**config.mk**
```make
export PLATFORM = sky130hd
export DESIGN_NAME = ptw_ctrl
export DESIGN_NICKNAME = d
export VERILOG_FILES = /design/src/rtl/ptw_pkg.sv /design/src/rtl/ptw_ctrl.sv
export SDC_FILE = /design/constraint.sdc
export NUM_CORES = 1
export LEC_CHECK = 0
export BUFFER_PORTS_ARGS = -buffer_cell sky130_fd_sc_hd__clkbuf_2
export CORE_MARGIN = 1.5
export CORE_UTILIZATION = 51
export CTS_BUF_LIST = sky130_fd_sc_hd__clkbuf_4
export CTS_CLUSTER_DIAMETER = 120
export CTS_CLUSTER_SIZE = 24
export DETAILED_ROUTE_END_ITERATION = 8
export PLACE_DENSITY_LB_ADDON = 0.15
export REMOVE_ABC_BUFFERS = 1
export SLEW_MARGIN = 20
export SYNTH_ARGS = -nofsm -noshare
export SYNTH_HDL_FRONTEND = slang
export SYNTH_SLANG_ARGS = --single-unit
```
**constraint.sdc**
```tcl
create_clock -name clk -period 1.9 [get_ports clk]
set_clock_uncertainty 0.1 [all_clocks]
set_input_delay 0.095 -clock clk [delete_from_list [all_inputs] [get_ports clk]]
set_output_delay 0.095 -clock clk [all_outputs]
set_load 0.005 [all_outputs]
```
**src/rtl/ptw_pkg.sv**
```systemverilog
package ptw_pkg;

  // Field widths of one request word and of one table entry.
  localparam int OP_W    = 2;
  localparam int VP_W    = 36;
  localparam int PFN_W   = 40;
  localparam int FLAG_W  = 12;
  localparam int ENTRY_W = 64;

  // Table geometry.
  localparam int IDX_W      = 9;
  localparam int ENTRIES    = 512;
  localparam int NUM_FRAMES = 64;
  localparam int FRAME_W    = (NUM_FRAMES > 1) ? $clog2(NUM_FRAMES) : 1;
  localparam int NF_W       = $clog2(NUM_FRAMES + 1);
  localparam int ADDR_W     = FRAME_W + IDX_W;
  localparam int DEPTH      = NUM_FRAMES * ENTRIES;
  localparam int LVL_W      = 2;

  // Request opcodes. The reserved code changes nothing and answers with zeros.
  localparam logic [OP_W-1:0] OP_MAP   = 2'd0;
  localparam logic [OP_W-1:0] OP_UNMAP = 2'd1;
  localparam logic [OP_W-1:0] OP_QUERY = 2'd2;
  localparam logic [OP_W-1:0] OP_RSVD  = 2'd3;

  // Walk levels.
  localparam logic [LVL_W-1:0] LVL_PML4 = 2'd0;
  localparam logic [LVL_W-1:0] LVL_PDPT = 2'd1;
  localparam logic [LVL_W-1:0] LVL_PD   = 2'd2;
  localparam logic [LVL_W-1:0] LVL_PT   = 2'd3;

  // Entry bit positions.
  localparam int BIT_PRESENT = 0;
  localparam int BIT_USER    = 2;
  localparam int BIT_HUGE    = 7;
  localparam int PFN_LSB     = 12;
  localparam int PFN_MSB     = 51;

  // Controller to datapath commands.
  typedef struct packed {
    logic in_ready;
    logic load_req;
    logic mem_rd;
    logic clr_wr;
    logic alloc;
    logic link_wr;
    logic leaf_wr;
    logic follow;
    logic set_status;
    logic set_mapped;
    logic out_load;
  } ptw_cmd_t;

  // Datapath to controller status.
  typedef struct packed {
    logic              in_valid;
    logic [OP_W-1:0]   op;
    logic [LVL_W-1:0]  lvl;
    logic              present;
    logic              huge;
    logic              full;
    logic              clr_last;
    logic              out_busy;
  } ptw_sts_t;

endpackage

```
**src/rtl/ptw_ctrl.sv**
```systemverilog
module ptw_ctrl (
  input  logic              clk,
  input  logic              rst_n,
  input  ptw_pkg::ptw_sts_t sts,
  output ptw_pkg::ptw_cmd_t cmd
);

  typedef enum logic [7:0] {
    S_CLEAR = 8'b0000_0001,
    S_IDLE  = 8'b0000_0010,
    S_RD    = 8'b0000_0100,
    S_EVAL  = 8'b0000_1000,
    S_FILL  = 8'b0001_0000,
    S_LINK  = 8'b0010_0000,
    S_LEAF  = 8'b0100_0000,
    S_DONE  = 8'b1000_0000
  } state_t;

  state_t state_r;
  state_t state_nxt;

  always_ff @(posedge clk) begin
    if (!rst_n) begin
      state_r <= S_CLEAR;
    end else begin
      state_r <= state_nxt;
    end
  end

  always_comb begin
    state_nxt = state_r;
    cmd       = '0;
    unique case (state_r)
      S_CLEAR: begin
        cmd.clr_wr = 1'b1;
        if (sts.clr_last) state_nxt = S_IDLE;
      end
      S_IDLE: begin
        cmd.in_ready = 1'b1;
        if (sts.in_valid) begin
          cmd.load_req = 1'b1;
          state_nxt    = S_RD;
        end
      end
      S_RD: begin
        if (sts.op == ptw_pkg::OP_MAP || sts.op == ptw_pkg::OP_UNMAP ||
            sts.op == ptw_pkg::OP_QUERY) begin
          cmd.mem_rd = 1'b1;
          state_nxt  = S_EVAL;
        end else begin
          state_nxt = S_DONE;
        end
      end
      S_EVAL: begin
        case (sts.op)
          ptw_pkg::OP_MAP: begin
            if (sts.present) begin
              cmd.follow = 1'b1;
              state_nxt  = (sts.lvl == ptw_pkg::LVL_PD) ? S_LEAF : S_RD;
            end else if (sts.full) begin
              cmd.set_status = 1'b1;
              state_nxt      = S_DONE;
            end else begin
              cmd.alloc = 1'b1;
              state_nxt = S_FILL;
            end
          end
          ptw_pkg::OP_UNMAP: begin
            if (!sts.present) begin
              state_nxt = S_DONE;
            end else begin
              cmd.follow = 1'b1;
              state_nxt  = (sts.lvl == ptw_pkg::LVL_PD) ? S_LEAF : S_RD;
            end
          end
          ptw_pkg::OP_QUERY: begin
            if (sts.lvl == ptw_pkg::LVL_PT) begin
              cmd.set_mapped = sts.present;
              state_nxt      = S_DONE;
            end else if (!sts.present) begin
              state_nxt = S_DONE;
            end else if (sts.lvl == ptw_pkg::LVL_PD && sts.huge) begin
              cmd.set_mapped = 1'b1;
              state_nxt      = S_DONE;
            end else begin
              cmd.follow = 1'b1;
              state_nxt  = S_RD;
            end
          end
          default: state_nxt = S_DONE;
        endcase
      end
      S_FILL: begin
        cmd.clr_wr = 1'b1;
        if (sts.clr_last) state_nxt = S_LINK;
      end
      S_LINK: begin
        cmd.link_wr = 1'b1;
        state_nxt   = (sts.lvl == ptw_pkg::LVL_PD) ? S_LEAF : S_RD;
      end
      S_LEAF: begin
        cmd.leaf_wr = 1'b1;
        state_nxt   = S_DONE;
      end
      S_DONE: begin
        if (!sts.out_busy) begin
          cmd.out_load = 1'b1;
          state_nxt    = S_IDLE;
        end
      end
      default: state_nxt = S_CLEAR;
    endcase
  end

endmodule

```
==> results.sh, run 1 <==
export IMPL_status="complete, no violations"
export IMPL_max_freq_mhz=537
export IMPL_syn_area_um2=712
export IMPL_period_share=0.981
export IMPL_min_path_type="in2reg"
export IMPL_critPathRequiredTime_ns=1.70
export IMPL_relSlewSlack=0.681
export IMPL_period_minus_slack_ns=1.86
export IMPL_fp_dieH_um=40.4
export IMPL_port_buffers=22
export IMPL_rsz0062_at_grt="true"
export IMPL_ant_nets=0
export IMPL_vias=803
export IMPL_place_ws_ns=0.258
export IMPL_drive_gt1_frac=0.400
export IMPL_registers_top_by_ff_count="state_r"
export IMPL_cts_sinks=8
export IMPL_antennaDiodeCount=0
export IMPL_synth_distinct_cells=39
export IMPL_cts_buffers_inserted=3
export IMPL_maxCapViolCount=0
export IMPL_critical_path_peak_fanout=4
export IMPL_antenna_found_initial=0
export IMPL_nets=134
export IMPL_synth_area_leaders="dfxtp_1, nor4_4, nor2_1"
export IMPL_totalWireLength_um=1910
export IMPL_largest_reg_flops=8
export IMPL_rows=13
export IMPL_tritoncts="done"
export IMPL_p_per_area_nw_per_um2=695
export IMPL_end_kind="primary output"
export IMPL_synth_top_area_frac=0.225
export IMPL_synth_seq_area_share=0.225
export IMPL_area_growth_syn_to_layout_pct=27.4
export IMPL_io_pins=23
export IMPL_report_final_hold_viol_count=0
export IMPL_drt_iter0_markers=15
export IMPL_cts_root_buf="clkbuf_4"
export IMPL_grt_usage=0.254
export IMPL_clk_pin_slew_ns=0.05
export IMPL_syn_avg_cell_area_um2=7.74
export IMPL_dp_final_hpwl_um=1370
export IMPL_grt_ovfl_total=0
export IMPL_die_area_um2=1630
export IMPL_hold_buffers=0
export IMPL_startpoint_type="register"
export IMPL_path_class="reg2out"
export IMPL_async_flop_share=0
export IMPL_top_regs="state_r (8)"
export IMPL_ir_drop_uv=406
export IMPL_yosys_area_top_type="dfxtp_1"
export IMPL_fin_ws_ns=0.0367
export IMPL_clk_path_buf_depth=2
export IMPL_synth_edff_count=0
export IMPL_utilization=0.697
export IMPL_htree_levels=1
export IMPL_tightest_slew_ns=0.477
export IMPL_power_mw=0.631
export IMPL_firstDrtPassIters=4
export IMPL_synthCells=92
export IMPL_grt_pass1_wl_um=2700
export IMPL_via_per_inst=5.95
export IMPL_clk_latency_ns=0.25
export IMPL_die_width_um=40.4
export IMPL_first_global_vias=618
export IMPL_drc=0
export IMPL_grt_max_degree=13
export IMPL_p_leak_nw=0.406
export IMPL_drv_slew=0
export IMPL_synthFlopType="dfxtp_1"
export IMPL_synth_warnings=0
export IMPL_synth_seq_cells=8
export IMPL_wl_per_cell_um=14.1
export IMPL_arrival_ns=1.67
export IMPL_core_area_um2=1300
export IMPL_start_util=0.547
export IMPL_tns_ns=0
export IMPL_finalSetupViolCount=0
export IMPL_gp_congestion=0.773
## cells in the mapped netlist, drive strengths merged, types with 2 or more instances
master and number:
inv 6, o21a 3, nor3 3, nor2 10, nand2 6, dfxtp 8
xnor2 2, a21oi 6, o211ai 2, or3b 2, nor3b 5, nor2b 3
o22ai 2, clkbuf 2, nor4 5, o21ai 4, nand4 3, and3 2
buf 4, nor4b 2
## stage by stage
step / cells / instance area (um^2) / hold slack (ns)
floorplan: 86 / 668 / 0.0839
global placement: 124 / 805 / 0.296
detailed placement: 124 / 805 / 0.305
CTS: 129 / 842 / 0.0379
global route: 135 / 907 / 0.0535
finish: 135 / 907 / 0.0534
## power by group
| part | internal (mW) | switching [mW] | leakage, nW |
|---|---|---|---|
| sequential | 0.187 | 0.0450 | 0.0668 |
| clock | 0.0722 | 0.0570 | 0.0138 |
| combinational | 0.131 | 0.138 | 0.326 |
| total | 0.391 | 0.240 | 0.406 |
## final cells by class
cell class                 instances  area (um^2)
sequential                         8          166
fill                             109          394
clock buffer                       3         22.5
timing repair buffer              31          178
tap                               15         18.8
inverter                           6         22.5
multi-input combinational         72          499
## cells by family after synthesis
| kind of cell | count (synthesis) | share of synthesized area |
|---|---|---|
| AND/OR/NAND/NOR | 50 | 0.483 |
| flip-flops | 8 | 0.225 |
| XOR/XNOR | 2 | 0.0246 |
| buffers and inverters | 12 | 0.0931 |
| AO/OA/AOI/OAI | 20 | 0.174 |
## critical path, stage by stage, from the launching register on
cell and delay, ns:
dfxtp_4 0.36, nor4_4 0.32, buf_4 0.18, nand4_1 0.17, nor3_2 0.24, buf_2 0.14
## path summary, 6_finish.rpt
path,startpoint,end,slack [ns],cells past startpoint
min,rst_n,state_r[0],0.05,2
max reg2reg,state_r[4],state_r[2],0.25,7
max,state_r[4],cmd[6],0.04,5
min reg2reg,state_r[4],state_r[5],0.56,3
## repair_timing
| item | CTS | global route |
|---|---|---|
| endpoints found under the setup margin | 1 | 5 |
| gates resized for setup | 0 | 8 |
| pin swaps | 1 | 4 |
| buffers inserted | 2 | 6 |
## layout by cell type (no fill, tap or decap), types with 3 or more instances in the layout
cell      Yosys  routed
nand2_1       6       6
a21oi_1       6       6
inv_1         6       6
clkbuf_2      0      21
o21ai_0       4       4
buf_4         0       9
nor3b_1       5       4
o21a_1        3       3
dfxtp_1       8       5
clkbuf_4      1       3
nand4_1       3       3
nor2_1       10      10
## metal layers
layer / routed length [um] / track usage / vias up
met4: 12 / 0.0833 / 0
met3: 124 / 0.100 / 2
met1: 787 / 0.311 / 383
met2: 983 / 0.401 / 29
li1: - / - / 389
met5: 0 / 0 / -
Note: power is estimated with default switching activity, not from simulation.
==> inputs of run 2 (changes only) <==
==> constraint.sdc (replaced) <==
create_clock -name clk -period 1.9 [get_ports clk]
set_clock_uncertainty 0.1 [all_clocks]
set_input_delay 0.475 -clock clk [delete_from_list [all_inputs] [get_ports clk]]
set_output_delay 0.475 -clock clk [all_outputs]
set_load 0.005 [all_outputs]
==> results.sh, run 2 (synthesis results as in run 1) <==
export IMPL_status="finished with violations"
export IMPL_failed_checks="setup timing"
export IMPL_p_per_area_nw_per_um2=744
export IMPL_tritoncts="done"
export IMPL_holdWs_ns=0.426
export IMPL_startpoint_type="register"
export IMPL_area_growth_syn_to_layout_pct=46.0
export IMPL_max_freq_mhz=479
export IMPL_vias=869
export IMPL_final_cell_mix="clkbuf_2, buf_4, nor2_1"
export IMPL_grt_max_degree=11
export IMPL_report_final_hold_viol_count=0
export IMPL_rows=13
export IMPL_final_cell_area_um2=1040
export IMPL_largest_reg_flops=8
export IMPL_wl_per_cell_um=15.8
export IMPL_nets=141
export IMPL_drt_iter0_markers=31
export IMPL_antennaDiodeCount=0
export IMPL_finalSetupViolCount=9
export IMPL_hold_depth=2
export IMPL_place_ws_ns=0.0886
export IMPL_clk_pin_slew_ns=0.06
export IMPL_min_path_type="in2reg"
export IMPL_firstDrtPassIters=4
export IMPL_antenna_found_initial=0
export IMPL_tightest_slew_ns=0.405
export IMPL_first_global_vias=754
export IMPL_grt_pass1_wl_um=3270
export IMPL_dp_cells=134
export IMPL_cts_root_buf="clkbuf_4"
export IMPL_relSlewSlack=0.727
export IMPL_period_share=1.10
export IMPL_fp_dieH_um=40.4
export IMPL_placed_area_um2=880
export IMPL_rr_worst_depth=5
export IMPL_rsz0062_at_grt="true"
export IMPL_path_class="reg2out"
export IMPL_drc=0
export IMPL_gp_congestion=0.814
export IMPL_ant_nets=0
export IMPL_clk_latency_ns=0.27
export IMPL_ir_drop_uv=438
export IMPL_maxCapViolCount=0
export IMPL_top_regs="state_r (8)"
export IMPL_cts_sinks=8
export IMPL_drv_slew=0
export IMPL_core_area_um2=1300
export IMPL_fill_cells=88
export IMPL_end_kind="primary output"
export IMPL_arrival_ns=1.51
export IMPL_final_cell_count_no_fill=142
export IMPL_critical_path_peak_fanout=3
export IMPL_dp_final_hpwl_um=1470
export IMPL_drive_gt1_frac=0.528
export IMPL_cts_buffers_inserted=3
export IMPL_hold_buffers=0
export IMPL_critPathRequiredTime_ns=1.32
export IMPL_tns_ns=-1.12
export IMPL_period_minus_slack_ns=2.09
export IMPL_grt_usage=0.308
export IMPL_utilization=0.799
export IMPL_via_per_inst=6.12
export IMPL_grt_ovfl_total=0
export IMPL_fin_ws_ns=-0.188
export IMPL_start_util=0.547
export IMPL_clk_path_buf_depth=2
export IMPL_totalWireLength_um=2240
export IMPL_die_width_um=40.4
export IMPL_port_buffers=22
export IMPL_registers_top_by_ff_count="state_r"
export IMPL_htree_levels=1
export IMPL_p_leak_nw=0.471
export IMPL_die_area_um2=1630
export IMPL_power_mw=0.773
export IMPL_io_pins=23
-- run 2: cell types whose count changed in the layout (fill, tap and decap cells not counted), sizes merged --
cell    before  now
buf         10   23
clkbuf      24   18
-- run 2: critical path, stage by stage (launching register included) --
cell     delay, ns
dfxtp_2       0.33
nor4_4        0.31
nand4_1       0.18
nor4_2        0.26
buf_2         0.16
-- run 2: per-layer routing --
layer | up-vias | GRT usage | wire length (um)
met1 | 402 | 0.381 | 891
met3 | 7 | 0.0722 | 209
met4 | 0 | 0.125 | 40
li1 | 411 | - | -
met2 | 49 | 0.504 | 1100
met5 | - | 0 | 0
-- run 2: repair_timing --
item | 4_1_cts | 5_1_grt
setup buffers | 4 | 1
gates resized for setup | 15 | 17
setup endpoints to repair | 11 | 11
pin swaps | 6 | 5
-- run 2: final cells by class --
type / instances / area (um^2) / area share
sequential: 8 / 170 / 0.164
inverter: 6 / 22.5 / 0.0217
timing repair buffer: 38 / 240 / 0.231
clock buffer: 3 / 22.5 / 0.0217
multi-input combinational: 72 / 566 / 0.544
tap: 15 / 18.8 / 0.0181
-- run 2: report_power, final --
group / switching [mW] / internal [mW]
registers: 0.0565 / 0.198
clock network: 0.0702 / 0.0731
logic: 0.169 / 0.207
total: 0.295 / 0.478
-- run 2: path summary, 6_finish.rpt --
path	from	to	slack (ns)
worst min-delay path	rst_n	state_r[0]	0.43
worst max-delay path	state_r[4]	cmd[1]	-0.19
worst max register to register	state_r[6]	state_r[2]	0.22
worst min register to register	state_r[4]	state_r[5]	0.58
==> inputs of run 3 (changes only) <==
Settings changed: CORE_UTILIZATION 51 to 30, CTS_BUF_LIST sky130_fd_sc_hd__clkbuf_4 to default.
Clock period 1.9 ns to 1.78 ns, I/O delays scaled along.
==> results.sh, run 3 (synthesis results as in run 1) <==
export IMPL_maxCapViolCount=0
export IMPL_tritoncts="done"
export IMPL_grt_pass1_wl_um=3930
export IMPL_status="finished with violations"
export IMPL_rows=17
export IMPL_rr_worst_depth=8
export IMPL_die_width_um=51.7
export IMPL_nets=154
export IMPL_antennaDiodeCount=0
export IMPL_final_cell_mix="buf_4, clkbuf_2, nor2_1"
export IMPL_io_pins=23
export IMPL_grt_usage=0.203
export IMPL_clk_latency_ns=0.25
export IMPL_final_cell_area_um2=1240
export IMPL_gp_congestion=0.817
export IMPL_drt_iter0_markers=16
export IMPL_p_leak_nw=0.554
export IMPL_antenna_found_initial=0
export IMPL_period_minus_slack_ns=2.10
export IMPL_top_regs="state_r (8)"
export IMPL_clk_path_buf_depth=2
export IMPL_cp_num_buf_inv=1
export IMPL_arrival_ns=1.55
export IMPL_p_per_area_nw_per_um2=785
export IMPL_report_final_hold_viol_count=0
export IMPL_finalSetupViolCount=11
export IMPL_period_share=1.18
export IMPL_path_cells="nor4_4 > nand4_1 > nor3_2 > buf_2"
export IMPL_fin_ws_ns=-0.318
export IMPL_layout_commonest_cell="buf_4"
export IMPL_largest_reg_flops=8
export IMPL_cpLargestDelayFamily="simple AND/OR/NAND/NOR gates"
export IMPL_cts_buffers_inserted=3
export IMPL_crit_cells=4
export IMPL_tightest_slew_ns=0.436
export IMPL_utilization=0.556
export IMPL_ant_nets=0
export IMPL_grt_util_met1=0.250
export IMPL_area_growth_syn_to_layout_pct=74.3
export IMPL_critPathRequiredTime_ns=1.23
export IMPL_drc=0
export IMPL_max_freq_mhz=477
export IMPL_crit_path_max_incr_delay_ns=0.35
export IMPL_final_cell_count_no_fill=168
export IMPL_busiest_layer="met2"
export IMPL_htree_levels=1
export IMPL_min_path_type="in2reg"
export IMPL_critPathSlowestCell="nor4_4"
export IMPL_firstDrtPassIters=4
export IMPL_die_area_um2=2670
export IMPL_drv_slew=0
export IMPL_path_class="reg2out"
export IMPL_hold_depth=2
export IMPL_grt_max_degree=11
export IMPL_critical_path_peak_fanout=4
export IMPL_power_mw=0.975
export IMPL_core_area_um2=2230
export IMPL_placed_area_um2=918
export IMPL_rsz0062_at_grt="true"
export IMPL_ir_drop_uv=515
export IMPL_fp_dieH_um=51.7
export IMPL_end_kind="primary output"
export IMPL_via_per_inst=5.26
export IMPL_use_met3=0.0546
export IMPL_relSlewSlack=0.706
export IMPL_failed_checks="setup timing"
export IMPL_start_util=0.319
export IMPL_first_global_vias=812
export IMPL_totalWireLength_um=2540
export IMPL_port_buffers=22
export IMPL_cts_root_buf="clkbuf_4"
export IMPL_registers_top_by_ff_count="state_r"
export IMPL_dp_cells=150
export IMPL_startpoint_type="register"
export IMPL_grt_ovfl_total=0
export IMPL_cts_sinks=8
export IMPL_dp_final_hpwl_um=1630
export IMPL_vias=883
export IMPL_wl_per_cell_um=15.1
export IMPL_met2_usage=0.350
export IMPL_clk_pin_slew_ns=0.06
export IMPL_drive_gt1_frac=0.643
-- run 3: worst paths after layout --
path         startpoint  slack, ns         end
max          state_r[4]      -0.32      cmd[6]
min               rst_n       0.43  state_r[0]
max reg2reg  state_r[3]       0.02  state_r[0]
min reg2reg  state_r[4]       0.58  state_r[5]
-- run 3: routing by layer --
| metal | routed length [um] | vias to the layer above |
|---|---|---|
| met5 | 0 | - |
| met3 | 98 | 4 |
| li1 | - | 435 |
| met1 | 1080 | 421 |
| met2 | 1340 | 23 |
| met4 | 32 | 0 |
-- run 3: repair_timing --
action / CTS / global route
hold buffers: 0 / 0
buffers inserted: 12 / 7
gates resized for setup: 29 / 23
pin swaps: 9 / 8
setup endpoints to repair: 11 / 14
-- run 3: cell type report --
type / instances / area, um^2
Fill cell: 203 / 992
Multi-Input combinational cell: 72 / 634
Timing Repair Buffer: 51 / 353
Sequential cell: 8 / 174
Tap cell: 28 / 35.0
Clock buffer: 3 / 22.5
Inverter: 6 / 22.5
-- run 3: per-stage QoR --
stage               TNS (ns)  setup slack (ns)  hold WS [ns]
finish                 -2.15            -0.318         0.432
detailed placement   -0.0259           -0.0259         0.587
global route           -3.15            -0.407         0.435
floorplan            -0.0120           -0.0120         0.434
global placement           0            0.0194         0.562
CTS                    -2.06            -0.281         0.401
-- run 3: worst reg2reg max path, cell delays in order (launching register included) --
cell       delay, ns
dfxtp_2         0.32
buf_6           0.12
buf_4           0.14
nor2_4          0.13
nand4bb_4       0.13
buf_4           0.15
buf_4           0.14
or3b_1          0.35
o211ai_1        0.10
-- run 3: power by group --
group	switching [mW]	internal (mW)	total, mW
logic	0.240	0.331	0.571
registers	0.0534	0.209	0.263
clock network	0.0637	0.0773	0.141
